## config.mk

```make
export PLATFORM = sky130hd
export DESIGN_NAME = dps_datapath
export DESIGN_NICKNAME = d
export VERILOG_FILES = /design/src/rtl/dps_pkg.sv /design/src/rtl/dps_datapath.sv
export SDC_FILE = /design/constraint.sdc
export NUM_CORES = 2
export LEC_CHECK = 0
export ABC_AREA = 1
export BUFFER_PORTS_ARGS = -buffer_cell sky130_fd_sc_hd__buf_2
export CELL_PAD_IN_SITES_DETAIL_PLACEMENT = 0
export CELL_PAD_IN_SITES_GLOBAL_PLACEMENT = 1
export CORE_UTILIZATION = 45
export DETAILED_ROUTE_END_ITERATION = 6
export PLACE_DENSITY_LB_ADDON = 0.1
export SLEW_MARGIN = 20
export SYNTH_ARGS = -nofsm -noshare
export SYNTH_HDL_FRONTEND = slang
export SYNTH_SLANG_ARGS = --single-unit
```

## constraint.sdc

```tcl
create_clock -name clk -period 17.05 [get_ports clk]
set_clock_uncertainty 0.05 [all_clocks]
set_input_delay 0.8525 -clock clk [delete_from_list [all_inputs] [get_ports clk]]
set_output_delay 0.8525 -clock clk [all_outputs]
set_load 0.05 [all_outputs]
```

## src/rtl/dps_pkg.sv

```systemverilog
// shared types, widths and constants for the depth pyramid subsample core
// no dependencies
package dps_pkg;

  localparam int DPS_MAX_WIDTH = 1024;
  localparam int DEPTH_W       = 16;
  localparam int CFG_WIDTH_W   = 11;
  localparam int CFG_HEIGHT_W  = 13;
  localparam int CFG_DATA_W    = 16;
  localparam int CFG_IDX_W     = 2;
  localparam int MAX_HEIGHT    = 4096;
  localparam int ROW_W         = 12;
  localparam int NWIN          = 9;
  localparam int CNT_W         = 4;
  localparam int SUM_W         = DEPTH_W + CNT_W;
  localparam int RECIP_SHIFT   = SUM_W + 4;
  localparam int RECIP_W       = RECIP_SHIFT + 1;
  localparam int PROD_W        = SUM_W + RECIP_W;

  localparam logic [CFG_IDX_W-1:0] CFG_IDX_WIDTH  = 2'd0;
  localparam logic [CFG_IDX_W-1:0] CFG_IDX_HEIGHT = 2'd1;
  localparam logic [CFG_IDX_W-1:0] CFG_IDX_THRESH = 2'd2;

  localparam logic [CFG_WIDTH_W-1:0]  WIDTH_RESET  = 11'd640;
  localparam logic [CFG_HEIGHT_W-1:0] HEIGHT_RESET = 13'd480;
  localparam logic [DEPTH_W-1:0]      THRESH_RESET = 16'd99;

  typedef struct packed {
    logic take;
    logic look;
    logic win;
    logic sum;
    logic mul;
    logic load;
  } dps_cmd_t;

  typedef struct packed {
    logic emit;
    logic out_free;
  } dps_stat_t;

  // floor(2^RECIP_SHIFT / count), zero for an empty window
  function automatic logic [RECIP_W-1:0] recip(input logic [CNT_W-1:0] c);
    logic [RECIP_W-1:0] r;
    case (c)
      4'd1:    r = RECIP_W'((64'd1 << RECIP_SHIFT) / 64'd1);
      4'd2:    r = RECIP_W'((64'd1 << RECIP_SHIFT) / 64'd2);
      4'd3:    r = RECIP_W'((64'd1 << RECIP_SHIFT) / 64'd3);
      4'd4:    r = RECIP_W'((64'd1 << RECIP_SHIFT) / 64'd4);
      4'd5:    r = RECIP_W'((64'd1 << RECIP_SHIFT) / 64'd5);
      4'd6:    r = RECIP_W'((64'd1 << RECIP_SHIFT) / 64'd6);
      4'd7:    r = RECIP_W'((64'd1 << RECIP_SHIFT) / 64'd7);
      4'd8:    r = RECIP_W'((64'd1 << RECIP_SHIFT) / 64'd8);
      4'd9:    r = RECIP_W'((64'd1 << RECIP_SHIFT) / 64'd9);
      default: r = '0;
    endcase
    return r;
  endfunction

endpackage

```

## src/rtl/dps_datapath.sv

```systemverilog
// position tracking, config registers, 3x3 window, average and output register
// depends on dps_pkg; line stores live outside as dps_ram instances
module dps_datapath import dps_pkg::*; #(
  parameter int MAX_WIDTH = DPS_MAX_WIDTH
) (
  input  logic                         clk,
  input  logic                         rst_n,
  input  dps_cmd_t                     cmd,
  output dps_stat_t                    st,
  input  logic [DEPTH_W-1:0]           in_depth_mm,
  input  logic                         in_frame_start,
  input  logic                         cfg_valid,
  output logic                         cfg_ready,
  input  logic [CFG_IDX_W-1:0]         cfg_index,
  input  logic [CFG_DATA_W-1:0]        cfg_data,
  output logic [$clog2(MAX_WIDTH)-1:0] ram_addr,
  output logic                         ram_re,
  output logic                         even_we,
  output logic                         odd_we,
  output logic [DEPTH_W-1:0]           ram_wdata,
  input  logic [DEPTH_W-1:0]           even_rdata,
  input  logic [DEPTH_W-1:0]           odd_rdata,
  output logic                         out_valid,
  input  logic                         out_ready,
  output logic [DEPTH_W-1:0]           out_depth,
  output logic                         out_row_last,
  output logic                         out_frame_last
);

  localparam int CW   = $clog2(MAX_WIDTH);
  localparam int WCW  = $clog2(MAX_WIDTH + 1);
  localparam int WEXT = (CFG_WIDTH_W > WCW) ? CFG_WIDTH_W : WCW;

  // config registers
  logic [CFG_WIDTH_W-1:0]  width_r;
  logic [CFG_HEIGHT_W-1:0] height_r;
  logic [DEPTH_W-1:0]      thr_r;

  assign cfg_ready = 1'b1;

  always_ff @(posedge clk) begin
    if (!rst_n) begin
      width_r  <= WIDTH_RESET;
      height_r <= HEIGHT_RESET;
      thr_r    <= THRESH_RESET;
    end else if (cfg_valid) begin
      unique case (cfg_index)
        CFG_IDX_WIDTH:  width_r  <= cfg_data[CFG_WIDTH_W-1:0];
        CFG_IDX_HEIGHT: height_r <= cfg_data[CFG_HEIGHT_W-1:0];
        CFG_IDX_THRESH: thr_r    <= cfg_data[DEPTH_W-1:0];
        default: ;
      endcase
    end
  end

  // clamped image size
  logic [WEXT-1:0]         width_ext;
  logic [WCW-1:0]          w_eff;
  logic [CFG_HEIGHT_W-1:0] h_eff;

  always_comb begin
    width_ext = WEXT'(width_r);
    if (width_ext < WEXT'(2)) begin
      w_eff = WCW'(2);
    end else if (width_ext > WEXT'(MAX_WIDTH)) begin
      w_eff = WCW'(MAX_WIDTH);
    end else begin
      w_eff = WCW'(width_ext);
    end
    if (height_r < CFG_HEIGHT_W'(2)) begin
      h_eff = CFG_HEIGHT_W'(2);
    end else if (height_r > CFG_HEIGHT_W'(MAX_HEIGHT)) begin
      h_eff = CFG_HEIGHT_W'(MAX_HEIGHT);
    end else begin
      h_eff = height_r;
    end
  end

  // raster position
  logic [CW-1:0]    col_r, col_nxt;
  logic [ROW_W-1:0] row_r, row_nxt;
  logic [CW-1:0]    x_r, x_nxt;
  logic [ROW_W-1:0] y_r, y_nxt;
  logic [DEPTH_W-1:0] pix_r;
  logic [CW-1:0]    c0;
  logic [ROW_W:0]   r0;
  logic [WCW-1:0]   xn;
  logic [ROW_W:0]   yn;

  always_comb begin
    c0 = in_frame_start ? '0 : col_r;
    r0 = in_frame_start ? '0 : {1'b0, row_r};
    if (WCW'(c0) >= w_eff) begin
      c0 = '0;
      r0 = r0 + 1'b1;
    end
    if (r0 >= h_eff) begin
      r0 = '0;
    end
    x_nxt = c0;
    y_nxt = r0[ROW_W-1:0];

    xn      = WCW'(x_r) + 1'b1;
    yn      = {1'b0, y_r};
    col_nxt = xn[CW-1:0];
    row_nxt = y_r;
    if (xn >= w_eff) begin
      col_nxt = '0;
      yn      = yn + 1'b1;
      if (yn >= h_eff) begin
        yn = '0;
      end
      row_nxt = yn[ROW_W-1:0];
    end
  end

  always_ff @(posedge clk) begin
    if (!rst_n) begin
      col_r <= '0;
      row_r <= '0;
    end else if (cmd.look) begin
      col_r <= col_nxt;
      row_r <= row_nxt;
    end
  end

  always_ff @(posedge clk) begin
    if (cmd.take) begin
      x_r   <= x_nxt;
      y_r   <= y_nxt;
      pix_r <= in_depth_mm;
    end
  end

  // line store access
  assign ram_addr  = x_r;
  assign ram_re    = cmd.look;
  assign ram_wdata = pix_r;
  assign even_we   = cmd.look && !y_r[0];
  assign odd_we    = cmd.look && y_r[0];

  // window history along the current odd row
  logic [DEPTH_W-1:0] tail0_r, tail1_r;
  logic [DEPTH_W-1:0] ev_a_r, ev_b_r, pp_a_r, pp_b_r;

  always_ff @(posedge clk) begin
    if (!rst_n) begin
      tail0_r <= '0;
      tail1_r <= '0;
    end else if (cmd.win && y_r[0]) begin
      tail0_r <= tail1_r;
      tail1_r <= odd_rdata;
    end
  end

  always_ff @(posedge clk) begin
    if (cmd.win && y_r[0]) begin
      ev_b_r <= ev_a_r;
      ev_a_r <= even_rdata;
      pp_b_r <= pp_a_r;
      pp_a_r <= pix_r;
    end
  end

  // neighbour test
  logic               has_top, has_left;
  logic [DEPTH_W-1:0] centre;
  logic [DEPTH_W-1:0] win_v [NWIN];
  logic [NWIN-1:0]    win_en;
  logic [DEPTH_W-1:0] win_d [NWIN];
  logic [DEPTH_W-1:0] val_nxt [NWIN];
  logic [NWIN-1:0]    pass_nxt;
  logic               rl_nxt, fl_nxt;

  assign has_top  = |y_r[ROW_W-1:1];
  assign has_left = |x_r[CW-1:1];
  assign centre   = ev_a_r;

  always_comb begin
    win_v[0] = tail0_r;
    win_v[1] = tail1_r;
    win_v[2] = odd_rdata;
    win_v[3] = ev_b_r;
    win_v[4] = centre;
    win_v[5] = even_rdata;
    win_v[6] = pp_b_r;
    win_v[7] = pp_a_r;
    win_v[8] = pix_r;
    win_en   = {1'b1, 1'b1, has_left, 1'b1, 1'b1, has_left,
                has_top, has_top, has_top && has_left};
    for (int i = 0; i < NWIN; i++) begin
      win_d[i]    = (win_v[i] > centre) ? win_v[i] - centre : centre - win_v[i];
      pass_nxt[i] = win_en[i] && (win_v[i] != '0) && (centre != '0) && (win_d[i] <= thr_r);
      val_nxt[i]  = pass_nxt[i] ? win_v[i] : '0;
    end
    rl_nxt = ({1'b0, WCW'(x_r)} + (WCW+1)'(2)) >= {1'b0, w_eff};
    fl_nxt = rl_nxt && (({2'b0, y_r} + (ROW_W+2)'(2)) >= (ROW_W+2)'(h_eff));
  end

  logic [DEPTH_W-1:0] val_r [NWIN];
  logic [NWIN-1:0]    pass_r;
  logic               cz_r, rl_r, fl_r;

  always_ff @(posedge clk) begin
    if (cmd.win) begin
      val_r  <= val_nxt;
      pass_r <= pass_nxt;
      cz_r   <= (centre == '0);
      rl_r   <= rl_nxt;
      fl_r   <= fl_nxt;
    end
  end

  assign st.emit = y_r[0] && x_r[0];

  // sum and count
  logic [SUM_W-1:0] sum_r, sum_nxt;
  logic [CNT_W-1:0] cnt_r;

  always_comb begin
    sum_nxt = '0;
    for (int i = 0; i < NWIN; i++) begin
      sum_nxt = sum_nxt + SUM_W'(val_r[i]);
    end
  end

  always_ff @(posedge clk) begin
    if (cmd.sum) begin
      sum_r <= sum_nxt;
      cnt_r <= CNT_W'($countones(pass_r));
    end
  end

  // reciprocal multiply then one-step quotient fix
  logic [PROD_W-1:0] prod_r;

  always_ff @(posedge clk) begin
    if (cmd.mul) begin
      prod_r <= PROD_W'(sum_r) * PROD_W'(recip(cnt_r));
    end
  end

  logic [SUM_W-1:0]       q_est;
  logic [SUM_W+CNT_W-1:0] qc_w;
  logic [SUM_W-1:0]       rem_w;
  logic [SUM_W-1:0]       q_fix;
  logic [DEPTH_W-1:0]     res;

  always_comb begin
    q_est = prod_r[RECIP_SHIFT +: SUM_W];
    qc_w  = (SUM_W+CNT_W)'(q_est) * (SUM_W+CNT_W)'(cnt_r);
    rem_w = sum_r - qc_w[SUM_W-1:0];
    q_fix = (rem_w >= SUM_W'(cnt_r)) ? q_est + 1'b1 : q_est;
    res   = (cnt_r == '0) ? '0 : q_fix[DEPTH_W-1:0];
  end

  // output register
  logic               out_valid_r;
  logic [DEPTH_W-1:0] out_depth_r;
  logic               out_row_last_r, out_frame_last_r;

  assign st.out_free = !out_valid_r || out_ready;

  always_ff @(posedge clk) begin
    if (!rst_n) begin
      out_valid_r <= 1'b0;
    end else if (cmd.load) begin
      out_valid_r <= 1'b1;
    end else if (out_ready) begin
      out_valid_r <= 1'b0;
    end
  end

  always_ff @(posedge clk) begin
    if (cmd.load) begin
      out_depth_r      <= res;
      out_row_last_r   <= rl_r;
      out_frame_last_r <= fl_r;
    end
  end

  assign out_valid      = out_valid_r;
  assign out_depth      = out_depth_r;
  assign out_row_last   = out_row_last_r;
  assign out_frame_last = out_frame_last_r;

  a_cnt_range: assert property (@(posedge clk) disable iff (!rst_n)
    cmd.mul |-> cnt_r <= CNT_W'(NWIN))
    else $error("window count above nine");

  a_quot_fix: assert property (@(posedge clk) disable iff (!rst_n)
    (cmd.load && cnt_r != '0) |->
      (qc_w <= (SUM_W+CNT_W)'(sum_r)) && ((SUM_W+1)'(rem_w) < (SUM_W+1)'({cnt_r, 1'b0})))
    else $error("reciprocal quotient off by more than one");

  a_bad_centre: assert property (@(posedge clk) disable iff (!rst_n)
    (cmd.sum && cz_r) |-> pass_r == '0)
    else $error("neighbour accepted around invalid centre");

  a_load_shows: assert property (@(posedge clk) disable iff (!rst_n)
    cmd.load |=> out_valid_r)
    else $error("loaded result not presented");

endmodule

```

Word level (Yosys, flattened, before mapping)

Memories as Yosys holds them, arrays and structs flattened. A register that Yosys moved wholly into a read port is not among the register bits.
Cells that the tools add are included.

Eq/ne operators: 2
$mul: 2
Add/sub/neg operators: 40
Reductions and logical operators: 48
Mux-type cells: 23
Order comparisons: 28

Operator list:

| operator                                                         | count |
|---|---|
| 16-bit subtractor                                                | 17 |
| 16-bit less-or-equal comparator                                  | 9 |
| 16-bit two-way mux                                               | 9 |
| 16-bit nonzero test                                              | 9 |
| 16-bit > comparator                                              | 8 |
| 20-bit by 16-bit adder with 20-bit output                        | 4 |
| 20-bit by 25-bit multiplier with 44-bit output                   | 1 |
| 13-bit greater-or-equal comparator                               | 3 |
| 13-bit two-way mux                                               | 3 |
| 12-bit two-way mux                                               | 3 |
| 1-bit logical AND                                                | 28 |
| 12-bit by 1-bit adder with 13-bit output (second input constant) | 2 |
| 25-bit two-way mux                                               | 1 |
| 11-bit greater-or-equal comparator                               | 2 |
| 11-bit two-way mux                                               | 2 |
| 19-bit by 16-bit adder with 20-bit output                        | 1 |
| 20-bit by 4-bit greater-or-equal comparator with 1-bit output    | 1 |
| 20-bit by 4-bit multiplier with 20-bit output                    | 1 |
| 10-bit two-way mux                                               | 2 |
| 20-bit subtractor                                                | 1 |
| 18-bit by 16-bit adder with 19-bit output                        | 1 |
| 17-bit by 16-bit adder with 18-bit output                        | 1 |
| 16-bit by 16-bit adder with 17-bit output                        | 1 |
| 16-bit by 1-bit adder with 16-bit output (second input constant) | 1 |
| 24 further kinds                                                 | 32 |

Word-level logic and storage cells: 177
Input port bits: 77
Output and inout port bits: 51
Bits in read-only memories: 400
Memories: 1
Register bits: 438

Memory list:

| memory          | words | width | read ports | clocked after Yosys merged registers in | write ports | line          | source |
|---|---|---|---|---|---|---|---|
| (no name shown) | 16    | 25    | 1          | 1                                       | 0           | dps_pkg.sv:45 | `case (c)` |

Logic depth before layout (Yosys ltp)

Depth after elaboration: 8
Mapped depth: 31

Least setup slack after synthesis

No wires, ideal clock.

Path kind: register to register
Start point: register sum_r[2]
End point: register prod_r[40] (data pin)
Setup time: 0.265 ns
Arrival: 6.057 ns
Cell stages (with the launch flop): 26
Setup slack: 10.678 ns
Data required time: 16.735 ns
Clock period less this slack: 6.372 ns
Cells stage by stage: edfxtp_1 > clkbuf_1 > clkbuf_1 > nand2_1 > fa_1 > inv_1 > fa_1 > inv_1 > fa_1 > inv_1 > fa_1 > fa_1 > fa_1 > inv_1 > fa_1 > inv_1 > ha_1 > nand2_1 > nor2_1 > o21ai_0 > o211ai_1 > a21oi_1 > nand2_1 > a21oi_1 > o21ai_0 > xor2_1

Word-level cells in the longest chain between the ends: 1

RTL lines:

| item                                           | line                | source |
|---|---|---|
| start: declaration                             | dps_datapath.sv:217 | `logic [SUM_W-1:0] sum_r, sum_nxt;` |
| start signal: assignment                       | dps_datapath.sv:229 | `sum_r <= sum_nxt;` |
| 20-bit by 25-bit multiplier with 44-bit output | dps_datapath.sv:239 | `prod_r <= PROD_W'(sum_r) * PROD_W'(recip(cnt_r));` |
| end signal: assignment                         | dps_datapath.sv:239 |  |
| end: declaration                               | dps_datapath.sv:235 | `logic [PROD_W-1:0] prod_r;` |

Every way passes these cells.
A chain may end at the register's enable or synchronous reset.

Final worst setup path

Start point: register sum_r[4]
End point: register prod_r[29] (data pin)

The elaborated chain is that of the path after synthesis.

==> run_results.csv <==
group,metric,value,unit
global_routing,grtUsageTotal,32.17,%
cells_and_area,n_fill_cell,12080,
clock_tree,cts_tree,"done",
clock_tree,clkTransAtPathRegs,0.07,ns
timing,finalCritPeriodShare,41.61,%
status,status,"complete, no violations",
clock_tree,ctsLongestPathBuffers,3,
cells_and_area,area.growth.synth_to_final,7.612,%
hold_path,min_from,"in_depth_mm[14]",
worst_setup_path,worstPathMaxFanout,17,
cells_and_area,regArea,0.01180,mm²
placement,port-buffer-count,126,
timing,relSlewSlack,22.69,%
clock_tree,ctsResizeCount,0,
worst_setup_path,critPathLaunch,"sum_r[4]",
die,io_pins,128,
drt,ant_nets,0,
die,initial_core_util,45.44,%
timing,layout_min_cycle_time,7.094,ns
timing,setup_tns,0,ns
synthesis,synth_edf_count,319,
synthesis,async_flop_share,0,%
timing,hold_slack,0.3217,ns
placement,place_ws,9.989,ns
die,num_rows,127,
clock_tree,postCtsSetupBuffers,0,
drt,drtPass1Iterations,7,
synthesis,ys_seq_area_share,21.62,%
worst_setup_path,r2r_start,"sum_r[4]",
die,core,0.1201,mm²
timing,maxSlewViolCount,0,
clock_tree,cts_buffers,53,
die,fp.dieW,350.3,µm
timing,hold_viol,0,
global_routing,grt_pass1_wl,291500,µm
cells_and_area,nets,8196,
global_routing,grt_pass1_vias,46266,
synthesis,synth_top_area_cell,"fa_1",
drt,wl_per_cell,23.09,µm
drt,via_per_inst,5.434,
drt,vias,46662,
die,die_area,0.1227,mm²
clock_tree,cts-root-buf,"clkbuf_16",
synthesis,avgSynthCellArea,7.941,µm²
global_routing,grt_max_degree,85,
synthesis,yosys_warnings,0,
clock_tree,holdBufCountCts,0,
synthesis,synth_ff_type,"edfxtp_1",
clock_tree,h-tree-depth,2,
global_routing,gr-total-overflow,0,
global_routing,antenna_found_initial,13,
synthesis,synthesis.nets,8144,
placement,dp_hpwl,155600,µm
synthesis,synth-seq-cells,430,
synthesis,ys_top_cells_by_area,"fa_1 (20%), edfxtp_1 (18%), ha_1 (15%), nand2_1 (9.9%), inv_1 (9.5%)",
clock_tree,clock_latency,0.66,ns
worst_setup_path,path_delay_family,"adder cells",
worst_setup_path,critPathKind,"reg -> reg",
worst_setup_path,critPathMostFrequentCell,"inv_1",
drt,drc,0,
die,die_h,350.3,µm
timing,worst_pin_slew,1.158,ns
cells_and_area,drive_above_1_share,4.763,%
worst_setup_path,required,17.38,ns
timing,clock.fmax,141.0,MHz
synthesis,synthDistinctLibCells,61,
timing,setup_ws,9.956,ns
synthesis,synth_top_area_share,19.58,%
clock_tree,clock_sinks,430,
worst_setup_path,crit_arrival,7.42,ns
worst_setup_path,max_stage_delay,1.07,ns
timing,rsz0062_at_grt,"no",
synthesis,syn-cell-area,0.05458,mm²
job,cap_viol_max_count,0,
hold_path,min_path_type,"in -> reg",
worst_setup_path,slowest_stage,"edfxtp_1",
timing,setup_viol_count_final,0,
cells_and_area,multi_input_area,0.03666,mm²
drt,wl,198300,µm
worst_setup_path,path_buf_inv,8,
worst_setup_path,crit_path_end_kind,"flip-flop",
drt,drt-initial-drc-count,4112,
worst_setup_path,startpoint_type,"flip-flop",
placement,place_congestion,0.9627,
synthesis,synth_cells,6874,
-- registers in the layout, summed over array words and instances (netlist names), 13 cells and up, named ones only --
signal,flops
centre,16
ev_b_r,16
height_r,13
out_depth,16
pp_a_r,16
pp_b_r,16
prod_r,20
ram_wdata,16
sum_r,20
tail0_r,16
tail1_r,16
thr_r,16
val_r,144
-- final timing paths --
kind / endpoint / slack (ns) / cells past startpoint
setup / recovery: prod_r[29] / 9.96 / 26
hold / removal: ram_wdata[14] / 0.32 / 1
setup reg to reg: prod_r[29] / 9.96 / 26
hold reg to reg: out_frame_last / 0.38 / 0
-- cell type report --
type                       count  area share, %
antenna                        4        0.01704
clock buffer                  67          2.490
clock inverter                33         0.5985
inverter                    1404          8.972
multi-input combinational   4841          62.42
sequential                   430          20.09
tap                         1612          3.434
timing repair buffer         196          1.979
-- cell usage in the layout, fill, tap and decap left out, drive strengths merged, types with 16 or more instances in the layout --
master   count
a21oi      479
nand2     1445
clkinv      20
o221ai      16
clkbuf      67
a31oi       17
ha         659
o21a        18
fa         534
o211ai      17
xnor2       55
edfxtp     319
xor2       203
nand3      190
buf        196
nor2       501
a221oi      20
a21o        25
o21bai      23
nand4      108
inv       1407
dfxtp      111
o2111ai     21
o21ai      311
nor4        35
nor3        90
-- logic make-up after synthesis --
| family | Yosys count | synth area share, % |
|---|---|---|
| flip-flops | 430 | 21.62 |
| XOR/XNOR | 258 | 4.167 |
| adder cells (fa/ha/maj) | 1193 | 34.69 |
| buffers and inverters | 1603 | 11.24 |
| other | 1 | 0.006870 |
| AO/OA/AOI/OAI | 1002 | 10.32 |
| AND/OR/NAND/NOR | 2387 | 17.95 |
-- routing by layer --
layer  vias up  GRT usage, %  share of wire (%)
met5         -             0              0.028
met4         8         16.13                5.8
met3       409         4.204                5.9
li1      21998             -                  -
met1     22676         42.12                 42
met2      1571         52.25                 46
-- cell usage after synthesis (25+ instances only) --
master	instances
a21o_1	25
a21oi_1	479
buf_2	27
clkbuf_1	146
dfxtp_1	111
edfxtp_1	319
fa_1	534
ha_1	659
inv_1	1388
nand2_1	1441
nand3_1	186
nand4_1	108
nor2_1	493
nor3_1	90
nor4_1	34
o21ai_0	302
xnor2_1	54
xor2_1	202
-- worst reg2reg max path, delay by kind of cell, from the launching register on --
family          cells  cell delay [ns]
fa+ha+maj           8             3.67
flops               1             1.07
compound gates      4             0.87
buf+inv             8             0.56
simple gates        5             0.41
xor+xnor            1             0.17
-- stage by stage --
step / instance area (µm²) / std cells / utilization (%)
final: 58740 / 8587 / 48.90
after global placement: 56910 / 8483 / 47.37
after CTS: 58720 / 8583 / 48.88
after floorplan: 54580 / 6874 / -
after detailed placement: 56910 / 8483 / 47.37
after global routing: 58740 / 8585 / 48.89
Power is left out: the tool's default activity adds up to more than one toggle a clock period on the data nets, which glitch-free logic cannot reach.
