<file path="config.mk">
export PLATFORM = sky130hd
export DESIGN_NAME = dps_ctrl
export DESIGN_NICKNAME = d
export VERILOG_FILES = /design/src/rtl/dps_pkg.sv /design/src/rtl/dps_ctrl.sv
export SDC_FILE = /design/constraint.sdc
export NUM_CORES = 1
export LEC_CHECK = 0
export BUFFER_PORTS_ARGS = -buffer_cell sky130_fd_sc_hd__buf_2
export CAP_MARGIN = 20
export CORE_AREA = 3 3 40 42
export CTS_CLUSTER_SIZE = 12
export DETAILED_ROUTE_END_ITERATION = 6
export DIE_AREA = 0 0 43 45
export PLACE_DENSITY_LB_ADDON = 0.2
export SYNTH_ARGS = -nofsm -noshare
export SYNTH_HDL_FRONTEND = slang
export SYNTH_SLANG_ARGS = --single-unit
</file>
<file path="constraint.sdc">
create_clock -name clk -period 1.05 [get_ports clk]
set_input_delay 0.21 -clock clk [delete_from_list [all_inputs] [get_ports clk]]
set_output_delay 0.21 -clock clk [all_outputs]
set_load 0.005 [all_outputs]
</file>
<file path="src/rtl/dps_pkg.sv">
// shared types, widths and constants for the depth pyramid subsample core
// no dependencies
package dps_pkg;

  localparam int DPS_MAX_WIDTH = 1024;
  localparam int DEPTH_W       = 16;
  localparam int CFG_WIDTH_W   = 11;
  localparam int CFG_HEIGHT_W  = 13;
  localparam int CFG_DATA_W    = 16;
  localparam int CFG_IDX_W     = 2;
  localparam int MAX_HEIGHT    = 4096;
  localparam int ROW_W         = 12;
  localparam int NWIN          = 9;
  localparam int CNT_W         = 4;
  localparam int SUM_W         = DEPTH_W + CNT_W;
  localparam int RECIP_SHIFT   = SUM_W + 4;
  localparam int RECIP_W       = RECIP_SHIFT + 1;
  localparam int PROD_W        = SUM_W + RECIP_W;

  localparam logic [CFG_IDX_W-1:0] CFG_IDX_WIDTH  = 2'd0;
  localparam logic [CFG_IDX_W-1:0] CFG_IDX_HEIGHT = 2'd1;
  localparam logic [CFG_IDX_W-1:0] CFG_IDX_THRESH = 2'd2;

  localparam logic [CFG_WIDTH_W-1:0]  WIDTH_RESET  = 11'd640;
  localparam logic [CFG_HEIGHT_W-1:0] HEIGHT_RESET = 13'd480;
  localparam logic [DEPTH_W-1:0]      THRESH_RESET = 16'd99;

  typedef struct packed {
    logic take;
    logic look;
    logic win;
    logic sum;
    logic mul;
    logic load;
  } dps_cmd_t;

  typedef struct packed {
    logic emit;
    logic out_free;
  } dps_stat_t;

  // floor(2^RECIP_SHIFT / count), zero for an empty window
  function automatic logic [RECIP_W-1:0] recip(input logic [CNT_W-1:0] c);
    logic [RECIP_W-1:0] r;
    case (c)
      4'd1:    r = RECIP_W'((64'd1 << RECIP_SHIFT) / 64'd1);
      4'd2:    r = RECIP_W'((64'd1 << RECIP_SHIFT) / 64'd2);
      4'd3:    r = RECIP_W'((64'd1 << RECIP_SHIFT) / 64'd3);
      4'd4:    r = RECIP_W'((64'd1 << RECIP_SHIFT) / 64'd4);
      4'd5:    r = RECIP_W'((64'd1 << RECIP_SHIFT) / 64'd5);
      4'd6:    r = RECIP_W'((64'd1 << RECIP_SHIFT) / 64'd6);
      4'd7:    r = RECIP_W'((64'd1 << RECIP_SHIFT) / 64'd7);
      4'd8:    r = RECIP_W'((64'd1 << RECIP_SHIFT) / 64'd8);
      4'd9:    r = RECIP_W'((64'd1 << RECIP_SHIFT) / 64'd9);
      default: r = '0;
    endcase
    return r;
  endfunction

endpackage

</file>
<file path="src/rtl/dps_ctrl.sv">
// sequencing state machine for the depth pyramid subsample core
// depends on dps_pkg
module dps_ctrl import dps_pkg::*; (
  input  logic      clk,
  input  logic      rst_n,
  input  logic      in_valid,
  output logic      in_ready,
  input  dps_stat_t st,
  output dps_cmd_t  cmd
);

  typedef enum logic [2:0] {
    S_IDLE,
    S_LOOK,
    S_WIN,
    S_SUM,
    S_MUL,
    S_FIX
  } state_t;

  state_t state_r, state_nxt;

  always_comb begin
    state_nxt = state_r;
    cmd       = '0;
    in_ready  = 1'b0;
    unique case (state_r)
      S_IDLE: begin
        in_ready = 1'b1;
        cmd.take = in_valid;
        if (in_valid) begin
          state_nxt = S_LOOK;
        end
      end
      S_LOOK: begin
        cmd.look  = 1'b1;
        state_nxt = S_WIN;
      end
      S_WIN: begin
        cmd.win   = 1'b1;
        state_nxt = st.emit ? S_SUM : S_IDLE;
      end
      S_SUM: begin
        cmd.sum   = 1'b1;
        state_nxt = S_MUL;
      end
      S_MUL: begin
        cmd.mul   = 1'b1;
        state_nxt = S_FIX;
      end
      S_FIX: begin
        cmd.load = st.out_free;
        if (st.out_free) begin
          state_nxt = S_IDLE;
        end
      end
      default: state_nxt = S_IDLE;
    endcase
  end

  always_ff @(posedge clk) begin
    if (!rst_n) begin
      state_r <= S_IDLE;
    end else begin
      state_r <= state_nxt;
    end
  end

endmodule

</file>
==> Word level (Yosys, flattened, before mapping) <==
Index checks and enable logic that the tools add are counted.
W data, S select, Z words.
{ "classes": {"add_sub_neg": 0, "multipliers": 0, "div": 0, "order_cmp": 0, "n_eq_ne": 7, "shift": 0, "muxes": 11, "n_bitwise": 0, "reduce_logical": 2} }
{ "op_table": {"columns": ["operator", "count"], "rows": [
  ["$pmux W3 S6", 1],
  ["$mux W1", 7],
  ["$eq A3 B2 Y1 const B", 2],
  ["$eq A3 B3 Y1 const B", 2],
  ["$mux W3", 2],
  ["$ne A2 B2 Y1 const B", 2],
  ["$eq A3 B1 Y1 const B", 1],
  ["$logic_not A3 Y1", 1],
  ["$mux W2", 1],
  ["$reduce_and A2 Y1", 1]
]} }
{ "totals": {"regBits": 3, "latch_bits": 0, "ramBits": 0, "rom_bits": 0, "out_inout_bits": 7, "n_memories": 0} }

==> Longest topological paths before layout <==
Gate-level depths: netlist (run 1).
{ "depth": {"depth_word": 3, "mapped_depth": 3, "depth_no_buf": 3} }

==> Worst setup path after synthesis (run 1) <==
No wires, ideal clock.
{ "synth_path": {"kind": "register -> output", "from": "reg state_r[1]", "to": "out cmd[5] in the netlist's numbering", "t_arrival_ns": 0.775, "t_required_ns": 0.840, "path_slack_ns": 0.065, "path_stages_with_launch": 3, "cell_sequence": "dfxtp_1 > nor3_1 > and2_1"} }
{ "synth_rtl": {"columns": ["element", "line", "text"], "rows": [
  ["start, declared", "dps_ctrl.sv:21", "state_t state_r, state_nxt;"],
  ["start signal, assigned", "dps_ctrl.sv:65", "state_r <= state_nxt;"],
  ["end, declared", "dps_ctrl.sv:9", "output dps_cmd_t cmd"]
]} }

==> run summary, run 1 <==
The run finished, with violations left. The checks that failed: setup timing. The count of unique library cells instantiated by Yosys was 15. The first-pass GRT wire length came out at 724 um. The actual slew at the worst max-slew pin is 0.1546 ns, and the width of the die is 43 um. Entering global routing, the biggest net connects 9 pins. For this run, design rule violations remaining after detail routing come to 0. From bottom edge to top edge, the die measures 45 um. For this run, the detailed router's first-pass iteration total came to 2. The instance count of the mapped netlist is 19, and the via density per instance is 3.961. For this run, the post-layout net count is 42.

The run gives 0.3404 as the sequential-to-total area share from yosys stat. The count of standard-cell rows was 13; the share of the clock period used by the worst path after layout was 1.149. Summing all multi-input logic gate instances after layout gives 128.9 um2.

The congestion estimate from routability-driven global placement came to 0.6707. TritonCTS built the clock tree. For this design, the sink count on the clock tree is 3. The count of endpoints failing hold in the final timing report is 0, and the number of buffers inserted during clock tree synthesis is 3. state_r holds more flip-flops than any other register.

Number of antenna violations at the first check in global routing: 0. The highest net fanout along the worst path is 7. Clock edge transition at the registers on the reported setup and hold paths: 0.04 ns.

The synthesized cell area was 176.4 um2. The sum of routed wire length over all layers is 489 um, and the maximum resistive drop on vdd is 0.0004868 V. The number of nets in the synthesized netlist is 24.

The repair_antennas step left the layout with diodes totalling 0. The via count of the first global-routing pass is 185. The clock passes through at most 2 buffers.

The most common library cell in the layout ignoring fill and taps was sky130_fd_sc_hd__buf_2. In this run the mean area of a mapped cell was 9.285 um2. The run gives 12 as the number of I/O pins.

Setup violations remaining at the end of the flow were counted as 7. The critical path is of the reg2out type. On the final layout, the worst hold slack is 0.2167 ns. The tools report the type of origin of the critical path as a flip-flop. The number of routed nets with antenna violations is 0, and the layout-stage area growth over the synthesis result is 84.40%. STA puts the critical path data arrival time at 1.00 ns.

The run gives 202 as the total number of vias. For this design the static power due to leakage is 0.1547 nW. For the overall global routing resource usage, the log shows 0.05417. Class of the worst hold path: in2reg. The number of levels the H-tree was split into is 1, and the number of buffers inserted by port buffering is 11. The number of warnings issued by yosys was 0. Detailed placement finished with a half-perimeter wire length of 356.5 um.

The worst path setup slack after routing was -0.1562 ns. The routed design could run at a clock period as short as 1.206 ns. The run gives 1935 um2 as the die outline area. The share of final-layout standard cells stronger than drive strength 1 came out at 0.6667. In the final routed layout, each cell accounts on average for 9.588 um. The number of hold buffers added after CTS was 0. For this design the ratio of total power to cell area is 1296 nW/um2. The logs give 0 for the max-cap check violation count and 1285 um2 for the core area. In the final layout, the registers with the most flip-flops are state_r: 3 flops. The root buffer cell chosen for the clock tree is sky130_fd_sc_hd__clkbuf_4. The tools report the sequential standard cell area as 71.32 um2. At the worst endpoint, the required time is 0.84 ns. The effective utilization at floorplan came out at 0.1373. After the first detailed-routing iteration, the DRC count stood at 2.

Number of flip-flops under the largest register name: 3. The completed layout was analyzed and its total power is 421.5 uW. The number of synthesized register bits works out to 3. Critical path capture point type: a primary output. Leaving out fill and tap cells, the most frequent cells in the layout are sky130_fd_sc_hd__buf_2, sky130_fd_sc_hd__clkbuf_4, sky130_fd_sc_hd__dfxtp_4. For the source-to-sink clock delay at the later pin of the worst-skew pair, the log shows 0.23 ns. Setup repair after global routing could not meet its margin everywhere. Global routing finished with a remaining overflow of 0. The clock arrives with 0.001114 ns of skew. The final number of max-transition violations is 0. Fill cells in the final layout number 149. The relative max-transition margin was 0.8965; the fmax was 829.0 MHz.
-- metrics by stage --
stage / setup WS, ns / std cells / utilization / setup TNS (ns) / cell area (um2)
after floorplan: 0.06498 / 19 / - / 0 / 176.4
after global routing: -0.2171 / 51 / 0.2532 / -1.171 / 325.3
final: -0.1562 / 51 / 0.2532 / -0.8496 / 325.3
after CTS: -0.1786 / 50 / 0.2376 / -0.8381 / 305.3
after detailed placement: -0.01542 / 45 / 0.1947 / -0.01542 / 250.2
after global placement: 0.008165 / 45 / 0.1947 / 0 / 250.2
-- Yosys cell counts --
library cell | instances | area share
sky130_fd_sc_hd__dfxtp_1 | 3 | 0.34
sky130_fd_sc_hd__nand3b_1 | 2 | 0.085
sky130_fd_sc_hd__nor3b_1 | 2 | 0.085
sky130_fd_sc_hd__a21boi_1 | 1 | 0.043
sky130_fd_sc_hd__a21boi_2 | 1 | 0.064
sky130_fd_sc_hd__a21oi_1 | 1 | 0.028
sky130_fd_sc_hd__and2_1 | 1 | 0.035
sky130_fd_sc_hd__and2_2 | 1 | 0.043
sky130_fd_sc_hd__and4bb_1 | 1 | 0.071
sky130_fd_sc_hd__inv_1 | 1 | 0.021
sky130_fd_sc_hd__nand2_1 | 1 | 0.021
sky130_fd_sc_hd__nor2_1 | 1 | 0.021
sky130_fd_sc_hd__nor3_1 | 1 | 0.028
sky130_fd_sc_hd__nor3b_2 | 1 | 0.071
sky130_fd_sc_hd__o21a_1 | 1 | 0.043
-- per-layer routing --
layer / GRT usage / share of wire
met2: 0.08383 / 0.46
met4: 0.03614 / 0
met3: 0.03586 / 0.13
met1: 0.05314 / 0.41
met5: 0 / 0
-- report_power, final --
part / internal (mW) / switching (mW) / total [mW] / leakage [nW]
clock network: 0.142 / 0.0571 / 0.199 / 0.0150
logic: 0.0563 / 0.0289 / 0.0852 / 0.113
registers: 0.120 / 0.0168 / 0.137 / 0.0267
total: 0.319 / 0.103 / 0.422 / 0.155
-- kinds of logic after synthesis --
group / synth area share
compound gates: 0.1773
buf+inv: 0.02126
flops: 0.3404
simple gates: 0.4609
-- path summary, 6_finish.rpt --
| path | from | endpoint | slack [ns] | depth (start not counted) |
|---|---|---|---|---|
| hold reg to reg | state_r[2] | state_r[0] | 0.60 | 2 |
| setup / recovery | state_r[0] | cmd[5] | -0.16 | 3 |
| setup reg to reg | state_r[0] | state_r[0] | 0.09 | 3 |
| hold / removal | rst_n | state_r[1] | 0.22 | 2 |
-- area by class of cell --
cell class / count / area share
multi-input combinational: 15 / 0.3962
timing repair buffer: 13 / 0.2346
sequential: 3 / 0.2192
clock buffer: 4 / 0.08077
tap: 15 / 0.05769
inverter: 1 / 0.01154
-- worst max-delay path: stages (launching register included) --
cell	delay, ns
sky130_fd_sc_hd__dfxtp_4	0.36
sky130_fd_sc_hd__nor3_4	0.18
sky130_fd_sc_hd__and2_1	0.13
sky130_fd_sc_hd__buf_2	0.10
-- repair_timing --
| item | in CTS | in global routing |
|---|---|---|
| gates resized for setup | 8 | 2 |
| endpoints found under the hold margin | 0 | 0 |
| pin swaps | 3 | 0 |
| setup endpoints to repair | 7 | 7 |
| buffers inserted | 1 | 1 |
No activity file was read; power rests on OpenSTA's default activity.
==> run 2, diff against run 1 <==
==> constraint.sdc (replaced) <==
create_clock -name clk -period 1.3 [get_ports clk]
set_input_delay 0.26 -clock clk [delete_from_list [all_inputs] [get_ports clk]]
set_output_delay 0.26 -clock clk [all_outputs]
set_load 0.1 [all_outputs]
==> run 2 against run 1 <==
The run still ends with setup timing left; first-iteration DRC count shrank 100%; design area rose by 44%; hold slack better by 0.045 ns; power rose by 24%; core utilization is 11 points higher.
==> run summary, run 2 (synthesis results as in run 1) <==
For this design the static power due to leakage is 0.1850 nW. In this design, the stage delay of the slowest critical-path cell is 0.41 ns. The arrival time at the worst endpoint is 1.14 ns, and the first-pass GRT wire length is 828 um.

The number of diodes added for antenna fixing came out at 0. The library cell used most frequently in the layout, excluding fill and tap cells, is sky130_fd_sc_hd__buf_12. Entering global routing, the biggest net connects 9 pins. Including well taps, the total number of placed cells is 46.

Max-cap violations in this run came to 0. The relative max-transition margin came out at 0.8587. The number of levels the H-tree was split into is 1. On the final layout, the worst clock skew is 0.002179 ns.

The worst-case setup slack after placement is 0.06952 ns. For the number of antenna violations at the first check in global routing, the log shows 0. The die covers 1935 um2. The clock network fraction of design power was 0.308. For this design the ratio of total power to cell area is 1111 nW/um2.

Across all layers, the routed design uses 199 vias. The tools report the via count of the first global-routing pass as 206. The internal power of the cells totals 312.0 uW. The final global-route overflow total was 0. The share of the clock period used by the worst path after layout is 1.075, and the worst endpoint required time is 1.04 ns. The number of sinks driven by the clock tree was 3; the total net switching power was 209.5 uW. For the final RePlAce weighted congestion, the log shows 0.6848.

The effective utilization at floorplan is 0.1373. The count of buffers added on input and output ports is 11. Across all hold checks on the routed design, the worst slack comes to 0.2618 ns. Dividing the detail-routed via count by the number of cells gives 3.827. After clock tree synthesis, the clock-pin slew on the worst setup and hold paths is 0.03 ns. The wire length per cell after detailed routing works out to 10.29 um. In this run, CTS created clock tree buffers numbering 3. The critical path in this run is classified as reg2out.

The largest individual stage delay along the critical path comes from the cell sky130_fd_sc_hd__dfxtp_4. The final reports fail on setup timing. The post-detailed-route DRC marker count is 0. The count of endpoints failing hold in the final timing report is 0.

Share of power burned in registers: 0.224. The register with the most flip-flops in the layout has 3 of them. After the first detailed-routing iteration, the DRC count stood at 0. The largest registers in the layout are state_r: 3 flops. The final number of max-transition violations came out at 0.

The flow ran to the end, but the final reports show violations. The logs give 0.30 ns for the setup slack of the worst register-to-register path and 43 for the number of nets in the final layout. Setup violations remaining at the end of the flow were counted as 7. The die is 43 um wide.

Setup repair after global routing could not meet its margin everywhere. For the worst-skew pair, the clock arrives at the later sink with an insertion delay of 0.23 ns. TritonCTS built the clock tree. In this run the worst hold path is classified as in2reg. The actual slew at the worst max-slew pin was 0.2118 ns; the switching fraction of total power was 0.4018.

STA classifies the critical path startpoint as a flip-flop. The overall global routing resource usage is 0.06323, and the number of I/O pins is 12. The count of cells in the finished layout, fillers not included, comes to 52. Number of routed nets with antenna violations: 0.

The clock passes through at most 2 buffers. In the layout the commonest cells are sky130_fd_sc_hd__buf_12, sky130_fd_sc_hd__buf_2. The tools report the count of standard-cell rows as 13. For the portion of total power attributed to combinational logic, the log shows 0.468.

Layout-stage area growth over the synthesis result: 166.0%. The die is 45 um tall. The floorplan step defined a core boundary enclosing 1285 um2. For the fmax, the log shows 715.6 MHz. The worst path setup slack after routing is -0.09752 ns. The critical path capture point type is a primary output. The quantity of hold-fixing buffers added after cts is 0.

Traced cell by cell, the critical path runs through nand3b_1 -> clkinvlp_4 -> buf_12. For the number of detailed-route iterations in the first pass, the log shows 1. The tools report the clock root buffer master as sky130_fd_sc_hd__clkbuf_4. state_r holds more flip-flops than any other register. Detailed-placement wirelength estimate: 415.8 um.

Of all nets on the critical path, the largest fanout is 8. The share of final-layout standard cells stronger than drive strength 1 is 0.7838. The worst path in the final design needs a cycle of 1.398 ns, including I/O delays and setup. The maximum resistive drop on vdd was 0.0004293 V.

For the sum of routed wire length over all layers, the log shows 535 um.
-- run 2: changes by cell type in the layout (fill, tap and decap cells not counted), moves of 2 or more --
cell / change
sky130_fd_sc_hd__nor3b_4: +3
sky130_fd_sc_hd__buf_12: +7
sky130_fd_sc_hd__buf_2: -6
sky130_fd_sc_hd__nor3b_2: -2
-- run 2: timing repair --
action,4_1_cts,5_1_grt
pin swaps,3,1
cloned,0,0
endpoints found under the setup margin,7,7
gates resized for setup,3,0
setup buffers,2,0
-- run 2: through the flow --
stage / TNS (ns) / area, um2 / power [mW] / utilization
final: -0.4898 / 469.2 / 0.5215 / 0.3651
after global placement: 0 / 417.9 / 0.3525 / 0.3252
after global routing: -0.7963 / 469.2 / 0.5450 / 0.3651
after CTS: -0.6160 / 469.2 / 0.5345 / 0.3651
after floorplan: -1.760 / 231.5 / 0.2659 / -
after detailed placement: 0 / 417.9 / 0.3552 / 0.3252
-- run 2: worst max-delay path: cells and delay by family (launching register included) --
kind                   cells  cell delay, ns
buffers and inverters      2            0.30
AND/OR/NAND/NOR            1            0.20
flip-flops                 1            0.41
-- run 2: layout make-up --
type | instances | area [um2]
clock buffers | 4 | 26.28
fillers | 127 | 815.8
inverters | 1 | 7.507
multi-input cells | 15 | 162.7
flip-flops and latches | 3 | 71.32
well taps | 15 | 18.77
repair buffers | 14 | 182.7
-- run 2: path summary, 6_finish.rpt --
check              from         end  cells past startpoint
max reg2reg  state_r[0]  state_r[0]                      3
max          state_r[2]      cmd[2]                      3
min               rst_n  state_r[1]                      2
min reg2reg  state_r[2]  state_r[0]                      2
-- run 2: power groups by stage --
stage,combinational (mW),clock [mW],sequential [mW]
after global placement,0.236,0,0.117
final,0.244,0.160,0.117
after detailed placement,0.238,0,0.117
after global routing,0.251,0.175,0.118
after floorplan,0.152,0,0.114
after CTS,0.246,0.172,0.117
-- run 2: per-layer routing --
metal | share of wire | vias up | GRT usage
met4 | 0 | 0 | 0.09036
met3 | 0.052 | 0 | 0.01594
met1 | 0.39 | 90 | 0.06010
met2 | 0.56 | 5 | 0.09581
li1 | - | 104 | -
met5 | 0 | - | 0
==> run 3, diff against run 2 <==
==> constraint.sdc (replaced) <==
create_clock -name clk -period 1.3 [get_ports clk]
set_input_delay 0.26 -clock clk [delete_from_list [all_inputs] [get_ports clk]]
set_output_delay 0.26 -clock clk [all_outputs]
set_load 0.01 [all_outputs]
==> run 3 against run 2 <==
Highest routed layer unchanged; wire length down 15%; setup slack better by 0.12 ns; count of clock-buffer cells in the layout unchanged; combinational power down 75%; design area down 35%; the flow now finishes without violations; clock power about the same; die area unchanged; largest cell class is now multi-input combinational cells; non-clock buffer count down 3.
==> run summary, run 3 (synthesis results as in run 1) <==
The overall global routing resource usage is 0.05246. In this run the power density over the cells is 1100 nW/um2. Counting every sink on the clock net gives 3. TritonCTS built the clock tree. Worst clock skew: 0.0007094 ns. The count of standard-cell rows was 13.

The tools report the fmax as 783.8 MHz. The worst setup path is captured at a primary output. The count of endpoints failing hold in the final timing report is 0.

The share of power burned in registers was 0.338. For the clock network fraction of design power, the log shows 0.482. For the number of detailed-route iterations in the first pass, the log shows 2. The core region is 1285 um2.

The first global-routing pass estimated 710 um of wire. The width of the die was 43 um. Switching fraction of total power: 0.2595.

The routed design has 457 um of wire. Buffers placed on the I/O ports in this run total 11. Entering global routing, the biggest net connects 9 pins. The logs give 12 for the number of I/O pins and 0.180 for the portion of total power attributed to combinational logic.

For this block, the via count after detailed routing is 188. The logs give 304.0 um2 for the area of all placed cells without fillers and 2 for the maximum buffer depth of the clock tree. state_r holds more flip-flops than any other register. Summing internal, switching and leakage power gives 334.6 uW. The combined area of the multi-input logic cells is 131.4 um2. For the source-to-sink clock delay at the later pin of the worst-skew pair, the log shows 0.23 ns. The run gives 68.82 um2 as the sequential standard cell area. For the static leakage power, the log shows 0.1436 nW. The number of antenna violations at the first check in global routing is 0. For the post-detailed-placement cell area, the log shows 250.2 um2. The clock edge transition at the registers on the reported setup and hold paths works out to 0.04 ns. Kind of cell with the highest combined delay on the critical path: flip-flops.

The internal power consumption is 247.7 uW. The logs give 0 for the final global-route overflow total and 0 for the number of diodes added for antenna fixing. The type of origin of the critical path was a flip-flop. Total setup buffers inserted after CTS: 0. Setup repair after global routing could not meet its margin everywhere. In this run the worst hold path is classified as in2reg. At the worst endpoint, the required time is 1.04 ns. The via density per instance came out at 3.837. Summed over all nets, the switching power comes to 86.83 uW.

The largest registers in the layout are state_r: 3 flops. The number of DRC markers in iteration 0 is 1. Counting the fill cells in the layout gives 149. The highest net fanout along the worst path was 8.

Final number of max-transition violations: 0. After clock tree synthesis, the flow added hold-fix buffers numbering 0. On the critical path, the stage with the largest delay is an instance of sky130_fd_sc_hd__dfxtp_4. The logs give 0.1373 for the effective utilization at floorplan and 183 for the via count of the first global-routing pass. The shortest clock period the worst path allows after layout is 1.276 ns.

For this run, design rule violations remaining after detail routing come to 0. The share of the clock period used by the worst path after layout works out to 0.9814. Dividing the detail-routed wire length by the instance count gives 9.327 um.

Traced cell by cell, the critical path runs through nor3_4 -> and2_1 -> buf_2. The critical path is of the reg2out type. The logs give 359.9 um for the detailed-placement wirelength estimate and 40 for the number of nets in the final layout. The run finished with clean final reports. For the relative max-transition margin, the log shows 0.8916.

The library cell used most frequently in the layout, excluding fill and tap cells, is sky130_fd_sc_hd__buf_2. On the worst path, the slowest cell contributes a delay of 0.37 ns. The vertical die dimension is 45 um.

Share of final-layout standard cells stronger than drive strength 1: 0.6765. Number of routed nets with antenna violations: 0. The number of flip-flops under the largest register name was 3; the number of buffers inserted during clock tree synthesis was 3.

The final RePlAce weighted congestion came out at 0.6833. Share of the core filled with cells: 0.2366. Setup violations remaining at the end of the flow were counted as 0. The area growth from synthesis to layout is 72.34%. The run gives 1 as the number of levels the H-tree was split into. CTS placed an instance of sky130_fd_sc_hd__clkbuf_4 at the clock tree root.

Data on the critical path arrives at its endpoint at 1.02 ns. The count of buffering cells on the critical path with inverters included is 1. For the pin with the worst max-slew slack, the measured transition is 0.1626 ns. The top cell types in the final layout, fill and taps aside, are sky130_fd_sc_hd__buf_2, sky130_fd_sc_hd__clkbuf_4, sky130_fd_sc_hd__nand3b_1, sky130_fd_sc_hd__nor3b_2, sky130_fd_sc_hd__dfxtp_4. The die covers 1935 um2.

IR analysis of the VDD net gives a maximum drop of 0.0002577 V. The final setup TNS came out at 0 ns. For the max-cap check violation count, the log shows 0.
[run 3: changes by cell type in the layout (fill, tap and decap cells not counted), moves of 2 or more]
cell                      before  now
sky130_fd_sc_hd__buf_12        7    0
sky130_fd_sc_hd__buf_2         4   11
sky130_fd_sc_hd__buf_4         3    0
sky130_fd_sc_hd__nor3b_4       3    0
sky130_fd_sc_hd__nor3b_2       0    2
[run 3: path summary, 6_finish.rpt]
check | start | end | slack [ns] | cells after the start
worst max-delay path | state_r[1] | cmd[5] | 0.02 | 3
worst max register to register | state_r[2] | state_r[0] | 0.34 | 3
worst min-delay path | rst_n | state_r[1] | 0.25 | 2
worst min register to register | state_r[0] | state_r[2] | 0.58 | 2
[run 3: cell type report]
cell class | count | share of cell area
Clock buffer | 4 | 0.08642
Inverter | 1 | 0.01235
Multi-Input combinational cell | 15 | 0.4321
Sequential cell | 3 | 0.2263
Tap cell | 15 | 0.06173
Timing Repair Buffer | 11 | 0.1811
[run 3: what timing repair did]
item | 4_1_cts | 5_1_grt
endpoints found under the hold margin | 0 | 0
pin swaps | 2 | 2
endpoints found under the setup margin | 6 | 3
gates resized for setup | 5 | 4
[run 3: power groups by stage]
stage | logic, mW | clock network (mW) | registers, mW
6_report | 0.0601 | 0.161 | 0.113
5_1_grt | 0.0657 | 0.175 | 0.114
4_1_cts | 0.0588 | 0.171 | 0.111
3_5_place_dp | 0.0573 | 0 | 0.110
3_3_place_gp | 0.0583 | 0 | 0.109
2_1_floorplan | 0.0345 | 0 | 0.108
[run 3: through the flow]
stage          std cells  worst slack, ns  hold WS, ns
2_1_floorplan         19           0.1118       0.3775
3_3_place_gp          45           0.1829       0.4953
3_5_place_dp          45           0.1623       0.4910
4_1_cts               49         0.002083       0.2462
5_1_grt               49         -0.02827       0.2468
6_report              49          0.02420       0.2514
[run 3: layer usage]
metal | routed length (um) | up-vias | share of wire | GRT usage
met2 | 189 | 9 | 0.41 | 0.06287
met5 | 0 | - | 0 | 0
met4 | 0 | 0 | 0 | 0.05422
met3 | 89 | 0 | 0.19 | 0.05179
li1 | - | 100 | - | -
met1 | 178 | 79 | 0.39 | 0.04819
